--- src/sv/irbt_pkg.sv ---
// Shared types, constants and helper functions of the IR blob pointer tracker.
`timescale 1ns / 1ps
`default_nettype none

package irbt_pkg;

  // Blob slots carried on the input stream and the number actually used.
  localparam int MAX_BLOBS = 4;
  localparam int NUM_BLOBS = 4;
  localparam int RAW_W     = 24;

  // Coordinate, spread and normalised widths.
  localparam int COORD_W  = 10;
  localparam int SPREAD_W = 11;
  localparam int HDY_W    = 11;
  localparam int MISS_W   = 4;
  localparam int NORM_W   = 10;

  // Geometry constants.
  localparam logic [COORD_W-1:0] EMPTY_COORD = 10'd1023;
  localparam logic [COORD_W-1:0] SPAN_X      = 10'd1023;
  localparam logic [COORD_W-1:0] SPAN_Y      = 10'd767;
  localparam logic [NORM_W-1:0]  NORM_FULL   = 10'd1000;
  localparam logic [NORM_W-1:0]  NORM_MID    = 10'd500;
  localparam logic [MISS_W-1:0]  LIMIT_RESET = 4'd3;

  // Serial divider: one quotient bit per cycle.
  localparam int DIV_STEPS = NORM_W;
  localparam int DIVCNT_W  = $clog2(DIV_STEPS);
  localparam int PROD_W    = 2 * NORM_W;

  // Stream widths.
  localparam int IN_DATA_W  = MAX_BLOBS * RAW_W;
  localparam int OUT_DATA_W = 48;
  localparam int OUT_USER_W = 2;

  // Remembered tracker state.
  typedef struct packed {
    logic [COORD_W-1:0] half_dx;
    logic [HDY_W-1:0]   half_dy;
    logic [COORD_W-1:0] last_cx;
    logic [COORD_W-1:0] last_cy;
    logic [MISS_W-1:0]  missed_frames;
    logic               spread_known;
  } trk_state_t;

  // Outcome of the centre stage for one frame.
  typedef struct packed {
    logic [MAX_BLOBS-1:0] mask;
    logic                 valid;
    logic                 est;
    logic                 two_blob;
    logic [COORD_W-1:0]   cx;
    logic [COORD_W-1:0]   cy;
    logic [SPREAD_W-1:0]  extent_x;
    logic [SPREAD_W-1:0]  extent_y;
    logic [COORD_W-1:0]   new_half_dx;
    logic [HDY_W-1:0]     new_half_dy;
  } centre_t;

  // Status of the shared divider.
  typedef struct packed {
    logic busy;
    logic done;
  } div_stat_t;

  // X coordinate of a packed blob record.
  function automatic logic [COORD_W-1:0] blob_x(input logic [RAW_W-1:0] r);
    blob_x = {r[21:20], r[7:0]};
  endfunction

  // Y coordinate of a packed blob record.
  function automatic logic [COORD_W-1:0] blob_y(input logic [RAW_W-1:0] r);
    blob_y = {r[23:22], r[15:8]};
  endfunction

endpackage

`default_nettype wire

--- src/sv/irbt_center.sv ---
// Blob decoding, pair selection and centre estimation for one frame.
`timescale 1ns / 1ps
`default_nettype none

module irbt_center
  import irbt_pkg::*;
(
  input  wire logic [IN_DATA_W-1:0] blobs,
  input  wire trk_state_t           trk,
  input  wire logic [MISS_W-1:0]    dropout_limit,
  output centre_t                   res
);

  logic [COORD_W-1:0]     x;
  logic [COORD_W-1:0]     y;
  logic                   vld;
  logic [1:0]             cnt;
  logic [COORD_W-1:0]     xa, ya, xb, yb;
  logic [COORD_W-1:0]     xl, yl, xr, yr;
  logic [COORD_W:0]       sum_x, sum_y;
  logic signed [HDY_W-1:0] dy;
  logic signed [HDY_W-1:0] hdy2;
  logic [COORD_W-1:0]     abs_dy;
  logic signed [12:0]     ex, ey;
  logic signed [HDY_W-1:0] hdy_m;
  logic [COORD_W-1:0]     abs_hdy;
  logic                   est_ok;

  always_comb begin
    // Decode the slots and pick the first two occupied ones.
    res   = '0;
    cnt   = 2'd0;
    xa    = '0;
    ya    = '0;
    xb    = '0;
    yb    = '0;
    x     = '0;
    y     = '0;
    vld   = 1'b0;
    for (int i = 0; i < MAX_BLOBS; i++) begin
      x   = blob_x(blobs[i*RAW_W +: RAW_W]);
      y   = blob_y(blobs[i*RAW_W +: RAW_W]);
      vld = (i < NUM_BLOBS) && !((x == EMPTY_COORD) && (y == EMPTY_COORD));
      res.mask[i] = vld;
      if (vld) begin
        if (cnt == 2'd0) begin
          xa = x;
          ya = y;
        end else if (cnt == 2'd1) begin
          xb = x;
          yb = y;
        end
        if (cnt != 2'd2) begin
          cnt = cnt + 2'd1;
        end
      end
    end

    // Order the pair by x.
    if (xa > xb) begin
      xl = xb;
      yl = yb;
      xr = xa;
      yr = ya;
    end else begin
      xl = xa;
      yl = ya;
      xr = xb;
      yr = yb;
    end

    // Midpoint and half spread of the pair; the y half spread rounds toward zero.
    sum_x  = {1'b0, xl} + {1'b0, xr};
    sum_y  = {1'b0, yl} + {1'b0, yr};
    dy     = $signed({1'b0, yr}) - $signed({1'b0, yl});
    hdy2   = (dy + $signed({{(HDY_W-1){1'b0}}, dy[HDY_W-1]})) >>> 1;
    abs_dy = dy[HDY_W-1] ? COORD_W'(-dy) : dy[COORD_W-1:0];

    // Single-blob estimate from the remembered spread, clamped to the sensor.
    hdy_m = $signed(trk.half_dy);
    if (xa <= trk.last_cx) begin
      ex = $signed({3'b0, xa}) + $signed({3'b0, trk.half_dx});
      ey = $signed({3'b0, ya}) + $signed({{2{hdy_m[HDY_W-1]}}, hdy_m});
    end else begin
      ex = $signed({3'b0, xa}) - $signed({3'b0, trk.half_dx});
      ey = $signed({3'b0, ya}) - $signed({{2{hdy_m[HDY_W-1]}}, hdy_m});
    end
    if (ex < 0) begin
      ex = '0;
    end else if (ex > $signed({3'b0, SPAN_X})) begin
      ex = $signed({3'b0, SPAN_X});
    end
    if (ey < 0) begin
      ey = '0;
    end else if (ey > $signed({3'b0, SPAN_Y})) begin
      ey = $signed({3'b0, SPAN_Y});
    end
    abs_hdy = hdy_m[HDY_W-1] ? COORD_W'(-hdy_m) : hdy_m[COORD_W-1:0];

    est_ok = (cnt == 2'd1) && trk.spread_known && (trk.missed_frames < dropout_limit);

    if (cnt == 2'd2) begin
      res.valid       = 1'b1;
      res.two_blob    = 1'b1;
      res.cx          = sum_x[COORD_W:1];
      res.cy          = sum_y[COORD_W:1];
      res.extent_x    = {1'b0, xr - xl};
      res.extent_y    = {1'b0, abs_dy};
      res.new_half_dx = {1'b0, xr[COORD_W-1:1] - xl[COORD_W-1:1]
                         - {{(COORD_W-2){1'b0}}, (~xr[0] & xl[0])}};
      res.new_half_dy = hdy2;
    end else if (est_ok) begin
      res.valid    = 1'b1;
      res.est      = 1'b1;
      res.cx       = ex[COORD_W-1:0];
      res.cy       = ey[COORD_W-1:0];
      res.extent_x = {trk.half_dx, 1'b0};
      res.extent_y = {abs_hdy, 1'b0};
    end
  end

endmodule

`default_nettype wire

--- src/sv/irbt_norm_div.sv ---
// Shared normalising unit: offset times 1000 over the usable span, one quotient bit a cycle.
`timescale 1ns / 1ps
`default_nettype none

module irbt_norm_div
  import irbt_pkg::*;
(
  input  wire logic                clk,
  input  wire logic                rst,
  input  wire logic                start,
  input  wire logic [COORD_W-1:0]  centre,
  input  wire logic [SPREAD_W-1:0] spread,
  input  wire logic [COORD_W-1:0]  span,
  output div_stat_t                stat,
  output logic [NORM_W-1:0]        result
);

  logic signed [12:0]  usable;
  logic signed [12:0]  diff;
  logic [PROD_W-1:0]   prod;
  logic [COORD_W-1:0]  divisor;
  logic [COORD_W-1:0]  rem;
  logic [NORM_W-1:0]   quo;
  logic [DIVCNT_W-1:0] cnt;
  logic [COORD_W:0]    trial;
  logic                qbit;
  logic [COORD_W-1:0]  rem_next;
  logic [NORM_W-1:0]   quo_next;

  // Operand set-up: usable span, offset from the spread edge, and the scaled dividend.
  always_comb begin
    usable = $signed({3'b0, span}) - $signed({2'b0, spread});
    diff   = $signed({3'b0, centre}) - $signed({3'b0, spread[SPREAD_W-1:1]});
    prod   = PROD_W'(diff[NORM_W-1:0]) * PROD_W'(NORM_FULL);
  end

  // One restoring step of the division.
  always_comb begin
    trial    = {rem, quo[NORM_W-1]};
    qbit     = (trial >= {1'b0, divisor});
    rem_next = qbit ? COORD_W'(trial - {1'b0, divisor}) : trial[COORD_W-1:0];
    quo_next = {quo[NORM_W-2:0], qbit};
  end

  // Control of the serial divider.
  always_ff @(posedge clk) begin
    if (rst) begin
      stat <= '0;
      cnt  <= '0;
    end else begin
      stat.done <= 1'b0;
      if (start) begin
        if (usable <= 0 || diff <= 0 || diff >= usable) begin
          stat.done <= 1'b1;
          stat.busy <= 1'b0;
        end else begin
          stat.busy <= 1'b1;
          cnt       <= '0;
        end
      end else if (stat.busy) begin
        cnt <= cnt + DIVCNT_W'(1);
        if (cnt == DIVCNT_W'(DIV_STEPS - 1)) begin
          stat.busy <= 1'b0;
          stat.done <= 1'b1;
        end
      end
    end
  end

  // Dividend, divisor and quotient registers.
  always_ff @(posedge clk) begin
    if (start) begin
      divisor <= usable[COORD_W-1:0];
      rem     <= prod[PROD_W-1:NORM_W];
      quo     <= prod[NORM_W-1:0];
      if (usable <= 0) begin
        result <= NORM_MID;
      end else if (diff <= 0) begin
        result <= '0;
      end else begin
        result <= NORM_FULL;
      end
    end else if (stat.busy) begin
      rem <= rem_next;
      quo <= quo_next;
      if (cnt == DIVCNT_W'(DIV_STEPS - 1)) begin
        result <= quo_next;
      end
    end
  end

endmodule

`default_nettype wire

--- src/sv/ir_blob_pointer_tracker_top.sv ---
// Top level of the IR blob pointer tracker: sequencer, tracker state and output register.
//
// Use: each transfer on the s_ channel carries one camera frame of four packed
// blob records. The block finds the pointer centre, updates its remembered
// spread and answers with exactly one result transfer on the m_ channel.
// The cfg channel writes the dropout limit; it is always ready and should only
// be written while no frame is in progress.
// Sequence: a frame with a centre goes to the x axis, then to the y axis, each
// a start step and a run step on the one shared serial divider, one quotient
// bit per cycle; an axis whose span is empty or whose offset clamps is settled
// at once without the full division. A frame with no centre goes straight to
// the last step. That divider sets the rate: one frame at a time, s_tready
// high only while the sequencer waits for a frame.
// The result sits in an output register; the next frame is taken while it
// waits. If the receiver stalls, a finished frame waits in its last step
// until the output register is free.
// Reset clears the remembered spread, the missed-frame count and the output
// valid, and sets the dropout limit to 3.
`timescale 1ns / 1ps
`default_nettype none

module ir_blob_pointer_tracker_top
  import irbt_pkg::*;
(
  input  wire logic                  clk,
  input  wire logic                  rst,
  // Frame input
  input  wire logic                  s_tvalid,
  output logic                       s_tready,
  // s_tdata: blob0_raw[23:0], blob1_raw[47:24], blob2_raw[71:48], blob3_raw[95:72]
  input  wire logic [IN_DATA_W-1:0]  s_tdata,
  // Result output
  output logic                       m_tvalid,
  input  wire logic                  m_tready,
  // m_tdata: blob_valid_mask[3:0], center_x_out[13:4], center_y_out[23:14],
  //          norm_x_out[33:24], norm_y_out[43:34], zero[47:44]
  output logic [OUT_DATA_W-1:0]      m_tdata,
  // m_tuser: center_valid[0], center_estimated[1]
  output logic [OUT_USER_W-1:0]      m_tuser,
  // Dropout limit write
  input  wire logic                  cfg_valid,
  output logic                       cfg_ready,
  input  wire logic [MISS_W-1:0]     cfg_data
);

  localparam logic [2:0] ST_IDLE   = 3'd0;
  localparam logic [2:0] ST_XSTART = 3'd1;
  localparam logic [2:0] ST_XRUN   = 3'd2;
  localparam logic [2:0] ST_YSTART = 3'd3;
  localparam logic [2:0] ST_YRUN   = 3'd4;
  localparam logic [2:0] ST_FINISH = 3'd5;

  logic [2:0]           state;
  logic [2:0]           state_next;
  logic [MISS_W-1:0]    dropout_limit;
  trk_state_t           trk;
  centre_t              cres;
  centre_t              frame;
  logic [NORM_W-1:0]    norm_x;
  logic                 div_start;
  logic                 div_axis_y;
  logic [COORD_W-1:0]   div_centre;
  logic [SPREAD_W-1:0]  div_spread;
  logic [COORD_W-1:0]   div_span;
  div_stat_t            div_stat;
  logic [NORM_W-1:0]    div_result;
  logic                 in_xfer;
  logic                 out_free;

  assign cfg_ready = 1'b1;
  assign s_tready  = (state == ST_IDLE);
  assign in_xfer   = s_tvalid && s_tready;
  assign out_free  = !m_tvalid || m_tready;

  // Dropout limit register.
  always_ff @(posedge clk) begin
    if (rst) begin
      dropout_limit <= LIMIT_RESET;
    end else if (cfg_valid && cfg_ready) begin
      dropout_limit <= cfg_data;
    end
  end

  irbt_center u_center (
    .blobs         (s_tdata),
    .trk           (trk),
    .dropout_limit (dropout_limit),
    .res           (cres)
  );

  // Tracker state is updated as the frame is taken.
  always_ff @(posedge clk) begin
    if (rst) begin
      trk <= '0;
    end else if (in_xfer) begin
      if (cres.two_blob) begin
        trk.half_dx       <= cres.new_half_dx;
        trk.half_dy       <= cres.new_half_dy;
        trk.last_cx       <= cres.cx;
        trk.last_cy       <= cres.cy;
        trk.missed_frames <= '0;
        trk.spread_known  <= 1'b1;
      end else if (cres.est) begin
        trk.missed_frames <= trk.missed_frames + MISS_W'(1);
      end
    end
  end

  // Frame working register.
  always_ff @(posedge clk) begin
    if (in_xfer) begin
      frame <= cres;
    end
    if (div_stat.done && !div_axis_y) begin
      norm_x <= div_result;
    end
  end

  // Operands of the shared divider for the current axis.
  always_comb begin
    div_axis_y = (state == ST_YSTART) || (state == ST_YRUN);
    div_start  = (state == ST_XSTART) || (state == ST_YSTART);
    div_centre = div_axis_y ? frame.cy : frame.cx;
    div_spread = div_axis_y ? frame.extent_y : frame.extent_x;
    div_span   = div_axis_y ? SPAN_Y : SPAN_X;
  end

  irbt_norm_div u_div (
    .clk    (clk),
    .rst    (rst),
    .start  (div_start),
    .centre (div_centre),
    .spread (div_spread),
    .span   (div_span),
    .stat   (div_stat),
    .result (div_result)
  );

  // Sequencer.
  always_comb begin
    state_next = state;
    unique case (state)
      ST_IDLE:   if (in_xfer) state_next = cres.valid ? ST_XSTART : ST_FINISH;
      ST_XSTART: state_next = ST_XRUN;
      ST_XRUN:   if (div_stat.done) state_next = ST_YSTART;
      ST_YSTART: state_next = ST_YRUN;
      ST_YRUN:   if (div_stat.done) state_next = ST_FINISH;
      ST_FINISH: if (out_free) state_next = ST_IDLE;
      default:   state_next = ST_IDLE;
    endcase
  end

  always_ff @(posedge clk) begin
    if (rst) begin
      state <= ST_IDLE;
    end else begin
      state <= state_next;
    end
  end

  // Output register; a frame with no centre reports zeros beyond the blob mask.
  always_ff @(posedge clk) begin
    if (rst) begin
      m_tvalid <= 1'b0;
    end else if (state == ST_FINISH && out_free) begin
      m_tvalid <= 1'b1;
    end else if (m_tready) begin
      m_tvalid <= 1'b0;
    end
  end

  always_ff @(posedge clk) begin
    if (state == ST_FINISH && out_free) begin
      m_tuser <= {frame.est, frame.valid};
      if (frame.valid) begin
        m_tdata <= {4'b0, div_result, norm_x, frame.cy, frame.cx, frame.mask};
      end else begin
        m_tdata <= {{(OUT_DATA_W-MAX_BLOBS){1'b0}}, frame.mask};
      end
    end
  end

  // An estimated centre is always a valid centre.
  a_est_implies_valid: assert property (@(posedge clk) disable iff (rst)
    m_tvalid && m_tuser[1] |-> m_tuser[0])
    else $error("estimated flag without a valid centre");

  // Without a centre all coordinate fields are zero.
  a_no_centre_zero: assert property (@(posedge clk) disable iff (rst)
    m_tvalid && !m_tuser[0] |-> m_tdata[OUT_DATA_W-1:MAX_BLOBS] == '0)
    else $error("coordinates present without a centre");

  // Normalised positions stay within 0..1000.
  a_norm_range: assert property (@(posedge clk) disable iff (rst)
    m_tvalid |-> (m_tdata[33:24] <= NORM_FULL) && (m_tdata[43:34] <= NORM_FULL))
    else $error("normalised position out of range");

  // Missed frames only count up once a spread is remembered.
  a_missed_needs_spread: assert property (@(posedge clk) disable iff (rst)
    !trk.spread_known |-> trk.missed_frames == '0)
    else $error("missed frames counted with no spread");

endmodule

`default_nettype wire

--- config.mk ---
export PLATFORM = sky130hd
export DESIGN_NAME = ir_blob_pointer_tracker_top
export DESIGN_NICKNAME = d
export VERILOG_FILES = /design/src/sv/irbt_pkg.sv /design/src/sv/irbt_center.sv /design/src/sv/irbt_norm_div.sv /design/src/sv/ir_blob_pointer_tracker_top.sv
export SDC_FILE = /design/constraint.sdc
export NUM_CORES = 1
export LEC_CHECK = 0
export CORE_UTILIZATION = 50
export DETAILED_ROUTE_END_ITERATION = 7
export DONT_BUFFER_PORTS = 1
export SLEW_MARGIN = 15
export SYNTH_ARGS = -nofsm -noshare
export SYNTH_HDL_FRONTEND = slang
export SYNTH_HIERARCHICAL = 1
export SYNTH_SLANG_ARGS = --single-unit
--- constraint.sdc ---
create_clock -name clk -period 15.64 [get_ports clk]
set_clock_uncertainty 0.05 [all_clocks]
set_input_delay 3.91 -clock clk [delete_from_list [all_inputs] [get_ports clk]]
set_output_delay 3.91 -clock clk [all_outputs]
set_load 0.01 [all_outputs]
-- Word level (Yosys, flattened, before mapping)
Index checks and enable logic that the tools add are counted.
- register bits after elaboration: 198
- bits in latches: 0
- bits in writable memories: 0
- bits in read-only memories: 0
- input bits: 105
- output and inout bits: 53
- logic and storage cells: 215
- memories: 0
- add/sub/neg operators: 21
- $mul: 1
- div/mod/pow operators: 0
- magnitude comparators: 11
- equal/unequal tests: 27
- shift-type cells: 0
- mux-type cells: 89
- bitwise gates (word level): 3
- reductions and logical operators: 34
- operators by type and width (kind ; count):
    10-bit two-way mux ; 53
    42-bit two-way mux ; 2
    10-bit equality test (second input constant) ; 8
    10-bit by 10-bit adder with 11-bit output ; 3
    10-bit by 10-bit subtractor with 11-bit output ; 3
    13-bit by 11-bit > comparator with 1-bit output (second input constant) ; 2
    13-bit by 1-bit < comparator with 1-bit output (second input constant) ; 2
    13-bit two-way mux ; 2
    2-bit two-way mux ; 10
    20-bit two-way mux ; 1
    4-bit two-way mux ; 5
    10-bit negator ; 2
    10-bit subtractor ; 2
    3-bit one-hot mux with 6 select lines ; 1
    10-bit by 7-bit multiplier with 17-bit output (second input constant) ; 1
    3-bit two-way mux ; 5
    11-bit by 11-bit adder with 12-bit output ; 1
    11-bit by 12-bit >= comparator with 1-bit output ; 1
    12-bit by 1-bit <= comparator with 1-bit output (second input constant) ; 1
    10-bit by 11-bit subtractor with 12-bit output ; 1
    11-bit by 11-bit subtractor with 12-bit output ; 1
    11-bit by 2-bit adder with 11-bit output ; 1
    11-bit by 10-bit >= comparator with 1-bit output ; 1
    11-bit by 1-bit <= comparator with 1-bit output (second input constant) ; 1
    29 further kinds ; 76

-- Depth between registers and ports, before layout
Gate-level depths: netlist (run 1).
- depth after elaboration: 20
- depth in mapped cells: 46
- depth with buffers taken out: 41

-- Cells and area by module
The synthesis (run 1) kept the hierarchy.
- by module, submodules not included (module ; instances ; cells an instance ; area an instance (um2) ; seq. area each (um2)):
    irbt_center ; 1 ; 1035 ; 6792.8 ; 0.0
    ir_blob_pointer_tracker_top ; 1 ; 438 ; 5870.6 ; 4204.0
    irbt_norm_div ; 1 ; 572 ; 5320.1 ; 1291.2

-- Worst setup path after synthesis (run 1)
Ideal clock, no wire load.
- path type: input -> register
- start: input s_tdata[4]
- end: register trk[35] (netlist name)
- setup time: 0.132 ns
- arrival time: 12.230 ns
- required time: 15.458 ns
- path slack: 3.228 ns
- stages: 46
- buffers on the path: 7
- cells stage by stage: nand4_1 > or4_1 > or2_1 > buf_6 > clkbuf_1 > ha_1 > inv_1 > o21ai_0 > inv_1 > ha_1 > inv_1 > nand2_1 > a21oi_1 > clkbuf_1 > and2_1 > a21oi_1 > inv_1 > ha_1 > [... 10 more ...] > inv_1 > fa_1 > a21o_1 > a21oi_1 > o21bai_1 > a21oi_1 > o21bai_1 > a21oi_1 > o21ai_1 > nor2_1 > ha_1 > nand2_1 > nor4_1 > xnor2_1 > nor2_1 > buf_4 > nand3_1 > a21oi_1
- RTL lines (element ; line ; text):
    start: declaration ; ir_blob_pointer_tracker_top.sv:31 ; input wire logic [IN_DATA_W-1:0] s_tdata,

-- Worst setup path in the final report (run 1)
- start: input s_tdata[8]
- end: register trk[35] (netlist name)
- word-level cells in the longest chain between the ends: 18
- elaborated cells between the ends (all ways): 62
- those cells by class: 5 x add/sub; 1 x order compare; 8 x eq/ne; 43 x mux; 5 x reduce/logical
- ends and longest elaborated chain (element ; line ; text):
    10-bit equality test ; irbt_center.sv:43 ; vld = (i < NUM_BLOBS) && !((x == EMPTY_COORD) && (y == EMPTY_COORD));
    1-bit logical AND ; irbt_center.sv:43 ;
    1-bit two-way mux ; irbt_center.sv:45 ; if (vld) begin
    2-bit by 1-bit adder with 2-bit output, or another cell as far along ; irbt_center.sv:54 ; cnt = cnt + 2'd1;
    2-bit two-way mux or 10-bit two-way mux (tied branches) ; irbt_center.sv:53, irbt_center.sv:49 ;
    2-bit two-way mux or 10-bit two-way mux (tied branches) ; irbt_center.sv:45, irbt_center.sv:46 ;
    2-bit by 1-bit adder with 2-bit output, or another cell as far along ; irbt_center.sv:54 ;
    2-bit two-way mux or 10-bit two-way mux (tied branches) ; irbt_center.sv:53, irbt_center.sv:49 ;
    [... 2 more ...] ; -- ;
    10-bit two-way mux ; irbt_center.sv:49 ; end else if (cnt == 2'd1) begin
    10-bit two-way mux ; irbt_center.sv:46 ; if (cnt == 2'd0) begin
    10-bit two-way mux ; irbt_center.sv:45 ;
    10-bit > comparator ; irbt_center.sv:60 ; if (xa > xb) begin
    10-bit two-way mux ; irbt_center.sv:60 ;
    10-bit by 10-bit subtractor with 11-bit output ; irbt_center.sv:75 ; dy = $signed({1'b0, yr}) - $signed({1'b0, yl});
    11-bit by 2-bit adder with 11-bit output ; irbt_center.sv:76 ; hdy2 = (dy + $signed({{(HDY_W-1){1'b0}}, dy[HDY_W-1]})) >>> 1;
    20-bit two-way mux ; irbt_center.sv:102 ; if (cnt == 2'd2) begin
Several ways; a longest one is shown, not always the timed one.
A chain may end at the register's enable or synchronous reset.

==> impl_results.rst, run 1 <==
.. list-table::
   :header-rows: 1

   * - Metric
     - Value
   * - Area occupied by multi-input gates
     - 11,200 µm²
   * - Post-CTS Resized
     - 0
   * - Initial Util
     - 50.9%
   * - Drt total wl
     - 45.2 mm
   * - Maximum fanout encountered on the critical timing path
     - 34
   * - Crit path launch type
     - input port
   * - Start-to-end type of the worst setup path
     - input port to flip-flop
   * - Full die area
     - around 36,000 µm²
   * - Clock Tree Buf Depth
     - 2
   * - CTS tree
     - built
   * - # H-tree levels
     - 4
   * - DRC
     - 0
   * - Floorplan die height
     - 190 µm
   * - Maximum clock frequency
     - 0.0737 GHz
   * - Final Cycle Share
     - slightly below 90%
   * - Number of stages on the worst hold path
     - 0
   * - Clock sink count
     - 194
   * - Number of search-and-repair iterations in the first detailed-routing pass
     - 5
   * - Worst hold path type
     - flip-flop to flip-flop
   * - Worst-case reg-to-reg path depth
     - 24
   * - Routed Antenna Nets
     - 0
   * - Crit path setup slack, layout
     - between 2 and 2.5 ns
   * - Boundary Pins
     - 158
   * - Clock input transition at the sequential cells of the worst setup and hold paths
     - ~0.080 ns
   * - Most common cell after layout, fill and taps aside
     - inv_1
   * - Average instance area after synthesis
     - 8.79 µm²
   * - Antenna diodes
     - 0
   * - Clock latency on the worst-skew pair
     - 0.45 ns
   * - Final nets
     - 2,292
   * - Pre-CTS WS
     - around 1.7 ns
   * - Core area
     - roughly 35,000 µm²
   * - Unrepaired setup endpoints after global routing
     - no
   * - Worst setup slack for register-to-register paths
     - 7.87 ns
   * - Relative area change from synthesis to final layout
     - 5.41%
   * - Number of global-route vias before repair
     - 14,000
   * - Pin count of the biggest net entering global routing
     - slightly above 80
   * - Min cycle time layout
     - 13.56 ns
   * - Commonest cells after routing, fill and taps aside
     - inv_1, ha_1, nor2_1, a21oi_1, edfxtp_1
   * - Max-Cap Viols
     - 0
   * - CTS root buffer
     - clkbuf_16
   * - Port bufs
     - 0
   * - Vias/cell
     - 5.79
   * - Final Hold Violating Endpoints
     - 0
   * - Postcts setup bufs
     - 0
   * - Critical Path AT
     - 13.89 ns
   * - Warning count from the yosys run
     - 6
   * - Ratio of cells with drive above 1 in the final layout
     - 6.28%
   * - Total grt overflow
     - 0
   * - Hpwl dp
     - 35.6 mm
   * - Horizontal die dimension
     - 190 µm
   * - Wire length of the first global-routing pass
     - roughly 72 mm
   * - Area used by sequential logic in the layout
     - 5300 µm²
   * - Required time worst endpoint
     - 15.97 ns
   * - Capturing element type of the critical path
     - flip-flop
   * - Cell count after synthesis
     - 2,005
   * - Delay of the slowest cell on the worst path
     - 0.70 ns
   * - Origin of the worst min-delay path
     - frame[64]$_DFFE_PP_
   * - Layout filler cell count
     - 3,249
   * - Min-Delay Endpoint
     - m_tuser[1]$_DFFE_PP_
   * - Number of CTS-inserted buffers
     - 17
   * - Worst R2R Start
     - state[0]$_SDFFE_PP0P_
   * - Vias
     - 14,100
   * - Final weighted congestion of routability-driven global placement
     - 0.913
   * - Initial DRC Count
     - 856
   * - R2r endpoint
     - u_div/rem[9]$_DFFE_PP_
   * - Relative max-transition margin
     - a little over a quarter
   * - Antenna violations before repair
     - 0
   * - Worst Tran Pin Value
     - 1.09 ns
   * - CTS Hold Buffers Added
     - 0
   * - CP max-delay cell
     - nor4_1
   * - Aggregate global-route resource usage
     - 25.4%
   * - Run status
     - completed
   * - Final setup violation count
     - 0
   * - Post-synthesis instance area
     - 17,600 µm²
   * - Slew Limit Fails
     - 0
   * - Total negative slack
     - 0 ns
   * - Routed length per instance
     - between 15 and 20 µm
   * - Rows
     - 68
-- flip-flops by register name, summed over array words and instances (netlist names), 3 cells and up --
name,flops
u_div/quo,10
norm_x,10
trk,36
u_div/divisor,10
dropout_limit,4
m_tdata,44
frame,48
u_div/rem,10
u_div/cnt,4
u_div/result,10
state,3
-- through the flow --
| stage | hold slack (ns) | std cells | instance area (µm²) | util [%] |
|---|---|---|---|---|
| finish | 0.375 | 2429 | 18600 | 53.7 |
| global route | 0.383 | 2429 | 18600 | 53.7 |
| CTS | 0.374 | 2429 | 18600 | 53.7 |
| detailed placement | 0.356 | 2397 | 18000 | 51.9 |
| global placement | 0.355 | 2397 | 18000 | 51.9 |
| floorplan | 0.350 | 2018 | 17700 | - |
-- how the worst max path moves through the flow --
stage,startpoint,to,slack [ns]
floorplan,s_tdata[4],trk[35]$_SDFFE_PP0P_,3.23
global placement,s_tdata[8],trk[35]$_SDFFE_PP0P_,1.92
detailed placement,s_tdata[8],trk[35]$_SDFFE_PP0P_,1.67
CTS,s_tdata[8],trk[35]$_SDFFE_PP0P_,2.12
global route,s_tdata[8],trk[35]$_SDFFE_PP0P_,1.11
finish,s_tdata[8],trk[35]$_SDFFE_PP0P_,2.08
-- per-layer routing --
metal / track usage, % / wire (µm) / up-vias
met5: 0 / 0 / -
met4: 8.31 / 1090 / 0
met3: 3.73 / 1840 / 58
met2: 45.8 / 22400 / 333
met1: 30.9 / 19800 / 6640
li1: - / - / 7031
-- area by class of cell --
class | count | share of cell area, %
multi-input combinational | 1527 | 60.3
sequential | 194 | 28.5
inverter | 200 | 4.05
tap | 455 | 3.06
clock buffer | 17 | 2.29
clock inverter | 15 | 0.956
timing repair buffer | 21 | 0.848
-- critical path: cells and delay by family --
| kind | cells | cell delay [ns] |
|---|---|---|
| AO/OA/AOI/OAI | 16 | 4.76 |
| XOR/XNOR | 1 | 0.11 |
| adder cells (fa/ha/maj) | 6 | 1.75 |
| buffers and inverters | 6 | 0.76 |
| AND/OR/NAND/NOR | 10 | 2.60 |
Power of run 1 is not shown: default switching activity piles up to over one toggle a cycle in this logic, so the estimate is an artifact.
==> run 2: changes to the inputs <==
--- a/config.mk
+++ b/config.mk
@@ -5,6 +5,7 @@
 export SDC_FILE = /design/constraint.sdc
 export NUM_CORES = 1
 export LEC_CHECK = 0
+export ABC_AREA = 1
 export CORE_UTILIZATION = 50
 export DETAILED_ROUTE_END_ITERATION = 7
 export DONT_BUFFER_PORTS = 1
==> run 2 against run 1 <==
  * Maximum frequency up 9.3%
  * Critical path depth up 7
  * First-iteration DRC count up 33%
  * Sequential share of layout area down 1.3 points
  * Final area up 4.9%
==> impl_results.rst, run 2 <==
.. list-table::
   :header-rows: 1

   * - Metric
     - Value
   * - DRC
     - 0 (unchanged)
   * - Origin of the worst setup path
     - s_tdata[10] (was s_tdata[8])
   * - CTS tree
     - built (unchanged)
   * - Run status
     - completed (unchanged)
   * - Relative area change from synthesis to final layout
     - 4.37% (was 5.41%)
   * - Ratio of cells with drive above 1 in the final layout
     - 7.22% (was 6.28%)
   * - Clock input transition at the sequential cells of the worst setup and hold paths
     - 0.09 ns (was 0.08 ns)
   * - Final weighted congestion of routability-driven global placement
     - 0.929 (was 0.913)
   * - Postcts setup bufs
     - 0 (unchanged)
   * - Worst R2R Start
     - state[0]$_SDFFE_PP0P_ (unchanged)
   * - Total negative slack
     - 0 ns (unchanged)
   * - Full die area
     - 38,100 µm² (was 36,000 µm²)
   * - Max-Cap Viols
     - 0 (unchanged)
   * - Number of CTS-inserted buffers
     - 17 (unchanged)
   * - Max FFs per register
     - 48 (unchanged)
   * - CTS Hold Buffers Added
     - 0 (unchanged)
   * - Capturing element type of the critical path
     - flip-flop (unchanged)
   * - Met2 routed wirelength
     - 25.9 mm (was 22.4 mm)
   * - Warning count from the yosys run
     - 6 (unchanged)
   * - Final setup violation count
     - 0 (unchanged)
   * - Most used cell along the critical path
     - nand2_1
   * - Core area
     - 36,700 µm² (was 34,600 µm²)
   * - Horizontal die dimension
     - 195 µm (was 190 µm)
   * - Worst Tran Pin Value
     - 1.15 ns (was 1.09 ns)
   * - Antenna violations before repair
     - 1 (was 0)
   * - Delay of the slowest cell on the worst path
     - 0.58 ns (was 0.70 ns)
   * - Number of search-and-repair iterations in the first detailed-routing pass
     - 5 (unchanged)
   * - Wire length on met1
     - 22.0 mm (was 19.8 mm)
   * - Boundary Pins
     - 158 (unchanged)
   * - Number of cells after detailed placement
     - 2,986 (was 2,397)
   * - Most common cell after layout, fill and taps aside
     - nand2_1 (was inv_1)
   * - Crit path launch type
     - input port (unchanged)
   * - Number of stages on the worst hold path
     - 0 (unchanged)
   * - Highest routed layer
     - met5 (was met4)
   * - Final nets
     - 2,868 (was 2,292)
   * - Clock sink count
     - 194 (unchanged)
   * - Post-route cell area
     - 19,500 µm² (was 18,600 µm²)
   * - CTS root buffer
     - clkbuf_16 (unchanged)
   * - Number of global-route vias before repair
     - 15,900 (was 14,000)
   * - Required time worst endpoint
     - 15.98 ns (was 15.97 ns)
   * - Total grt overflow
     - 0 (unchanged)
   * - Vias
     - 16,300 (was 14,100)
   * - Met3 wire len
     - 1.94 mm (was 1.84 mm)
   * - Clock Tree Buf Depth
     - 2 (unchanged)
   * - Rows
     - 70 (was 68)
   * - CP max-delay cell
     - inv_2 (was nor4_1)
   * - Post-place instance area
     - 18,900 µm² (was 18,000 µm²)
   * - Final Cycle Share
     - 79.3% (was 86.7%)
   * - Crit path capture
     - trk[34]$_SDFFE_PP0P_ (was trk[35]$_SDFFE_PP0P_)
   * - Cell count after synthesis
     - 2,577 (was 2,005)
   * - Initial DRC Count
     - 1,136 (was 856)
   * - Average instance area after synthesis
     - 7.25 µm² (was 8.79 µm²)
   * - Worst setup slack for register-to-register paths
     - 8.62 ns (was 7.87 ns)
   * - Critical Path AT
     - 12.75 ns (was 13.89 ns)
   * - Register with the most flip-flops
     - frame (unchanged)
   * - Pin count of the biggest net entering global routing
     - 80 (was 83)
   * - Worst-case reg-to-reg path depth
     - 30 (was 24)
   * - Maximum fanout encountered on the critical timing path
     - 33 (was 34)
   * - Post-synthesis instance area
     - 18,700 µm² (was 17,600 µm²)
   * - Commonest cells after routing, fill and taps aside
     - nand2_1, inv_1, ha_1, nand3_1, nor2_1 (was inv_1, ha_1, nor2_1, a21oi_1, edfxtp_1)
   * - # H-tree levels
     - 4 (unchanged)
   * - Worst hold path type
     - flip-flop to flip-flop (unchanged)
   * - Drt total wl
     - 51.5 mm (was 45.2 mm)
   * - Routed Antenna Nets
     - 0 (unchanged)
   * - Initial Util
     - 50.9% (about the same)
   * - Wire length of the first global-routing pass
     - 83.2 mm (was 72.5 mm)
   * - Clock latency on the worst-skew pair
     - 0.45 ns (about the same)
   * - Post-CTS Resized
     - 0 (unchanged)
   * - Floorplan die height
     - 195 µm (was 190 µm)
   * - Start-to-end type of the worst setup path
     - input port to flip-flop (unchanged)
   * - Aggregate global-route resource usage
     - 27.7% (was 25.4%)
   * - Hpwl dp
     - 41.2 mm (was 35.6 mm)
   * - Top Registers
     - frame (48), m_tdata (44), trk (36) (unchanged)
   * - Vias/cell
     - 5.39 (was 5.79)
   * - R2r endpoint
     - u_div/rem[8]$_DFFE_PP_ (was u_div/rem[9]$_DFFE_PP_)
   * - Number of non-filler instances in the completed layout
     - 3,019 (was 2,429)
   * - Final core utilization
     - 53.1% (was 53.7%)
   * - Routed length per instance
     - 17.1 µm (was 18.6 µm)
   * - Unrepaired setup endpoints after global routing
     - no (unchanged)
   * - Slew Limit Fails
     - 0 (unchanged)
   * - Relative max-transition margin
     - 23.5% (was 26.9%)
   * - Maximum clock frequency
     - 0.0806 GHz (was 0.0737 GHz)
   * - Min cycle time layout
     - 12.41 ns (was 13.56 ns)
   * - Port bufs
     - 0 (unchanged)
   * - Final Hold Violating Endpoints
     - 0 (unchanged)
-- run 2: critical path, delay by kind of cell --
family          cells  cell delay [ns]
fa+ha+maj           5             1.77
simple gates       24             3.58
buf+inv             9             1.94
compound gates      8             1.49
-- run 2: area by class of cell --
| class | count | area (µm²) |
|---|---|---|
| clock inverter | 15 | 223 |
| inverter | 404 | 1530 |
| antenna | 1 | 2.50 |
| timing repair buffer | 8 | 60.1 |
| clock buffer | 17 | 425 |
| multi-input combinational | 1912 | 11400 |
| tap | 468 | 586 |
| sequential | 194 | 5300 |
| fill | 3625 | 17200 |
-- run 2: through the flow --
step | hold slack, ns | setup slack (ns)
detailed placement | 0.358 | 2.80
floorplan | 0.350 | 4.69
CTS | 0.390 | 3.26
global placement | 0.353 | 2.90
global route | 0.395 | 2.17
finish | 0.389 | 3.23
-- run 2: worst min path at each step --
stage,from,end,slack [ns]
after global routing,frame[67]$_DFFE_PP_,m_tdata[1]$_DFFE_PP_,0.40
after CTS,frame[67]$_DFFE_PP_,m_tdata[1]$_DFFE_PP_,0.39
after floorplan,frame[66]$_DFFE_PP_,m_tdata[0]$_DFFE_PP_,0.35
final,frame[67]$_DFFE_PP_,m_tdata[1]$_DFFE_PP_,0.39
after global placement,frame[69]$_DFFE_PP_,m_tdata[3]$_DFFE_PP_,0.35
after detailed placement,frame[68]$_DFFE_PP_,m_tdata[2]$_DFFE_PP_,0.36
-- run 2: per-layer routing --
| layer | vias to the layer above | global-route usage, % |
|---|---|---|
| met5 | - | 0 |
| met4 | 2 | 10.6 |
| met3 | 82 | 3.73 |
| met2 | 330 | 49.7 |
| met1 | 7554 | 33.4 |
| li1 | 8314 | - |
Power of run 2 is left out for the same reason.
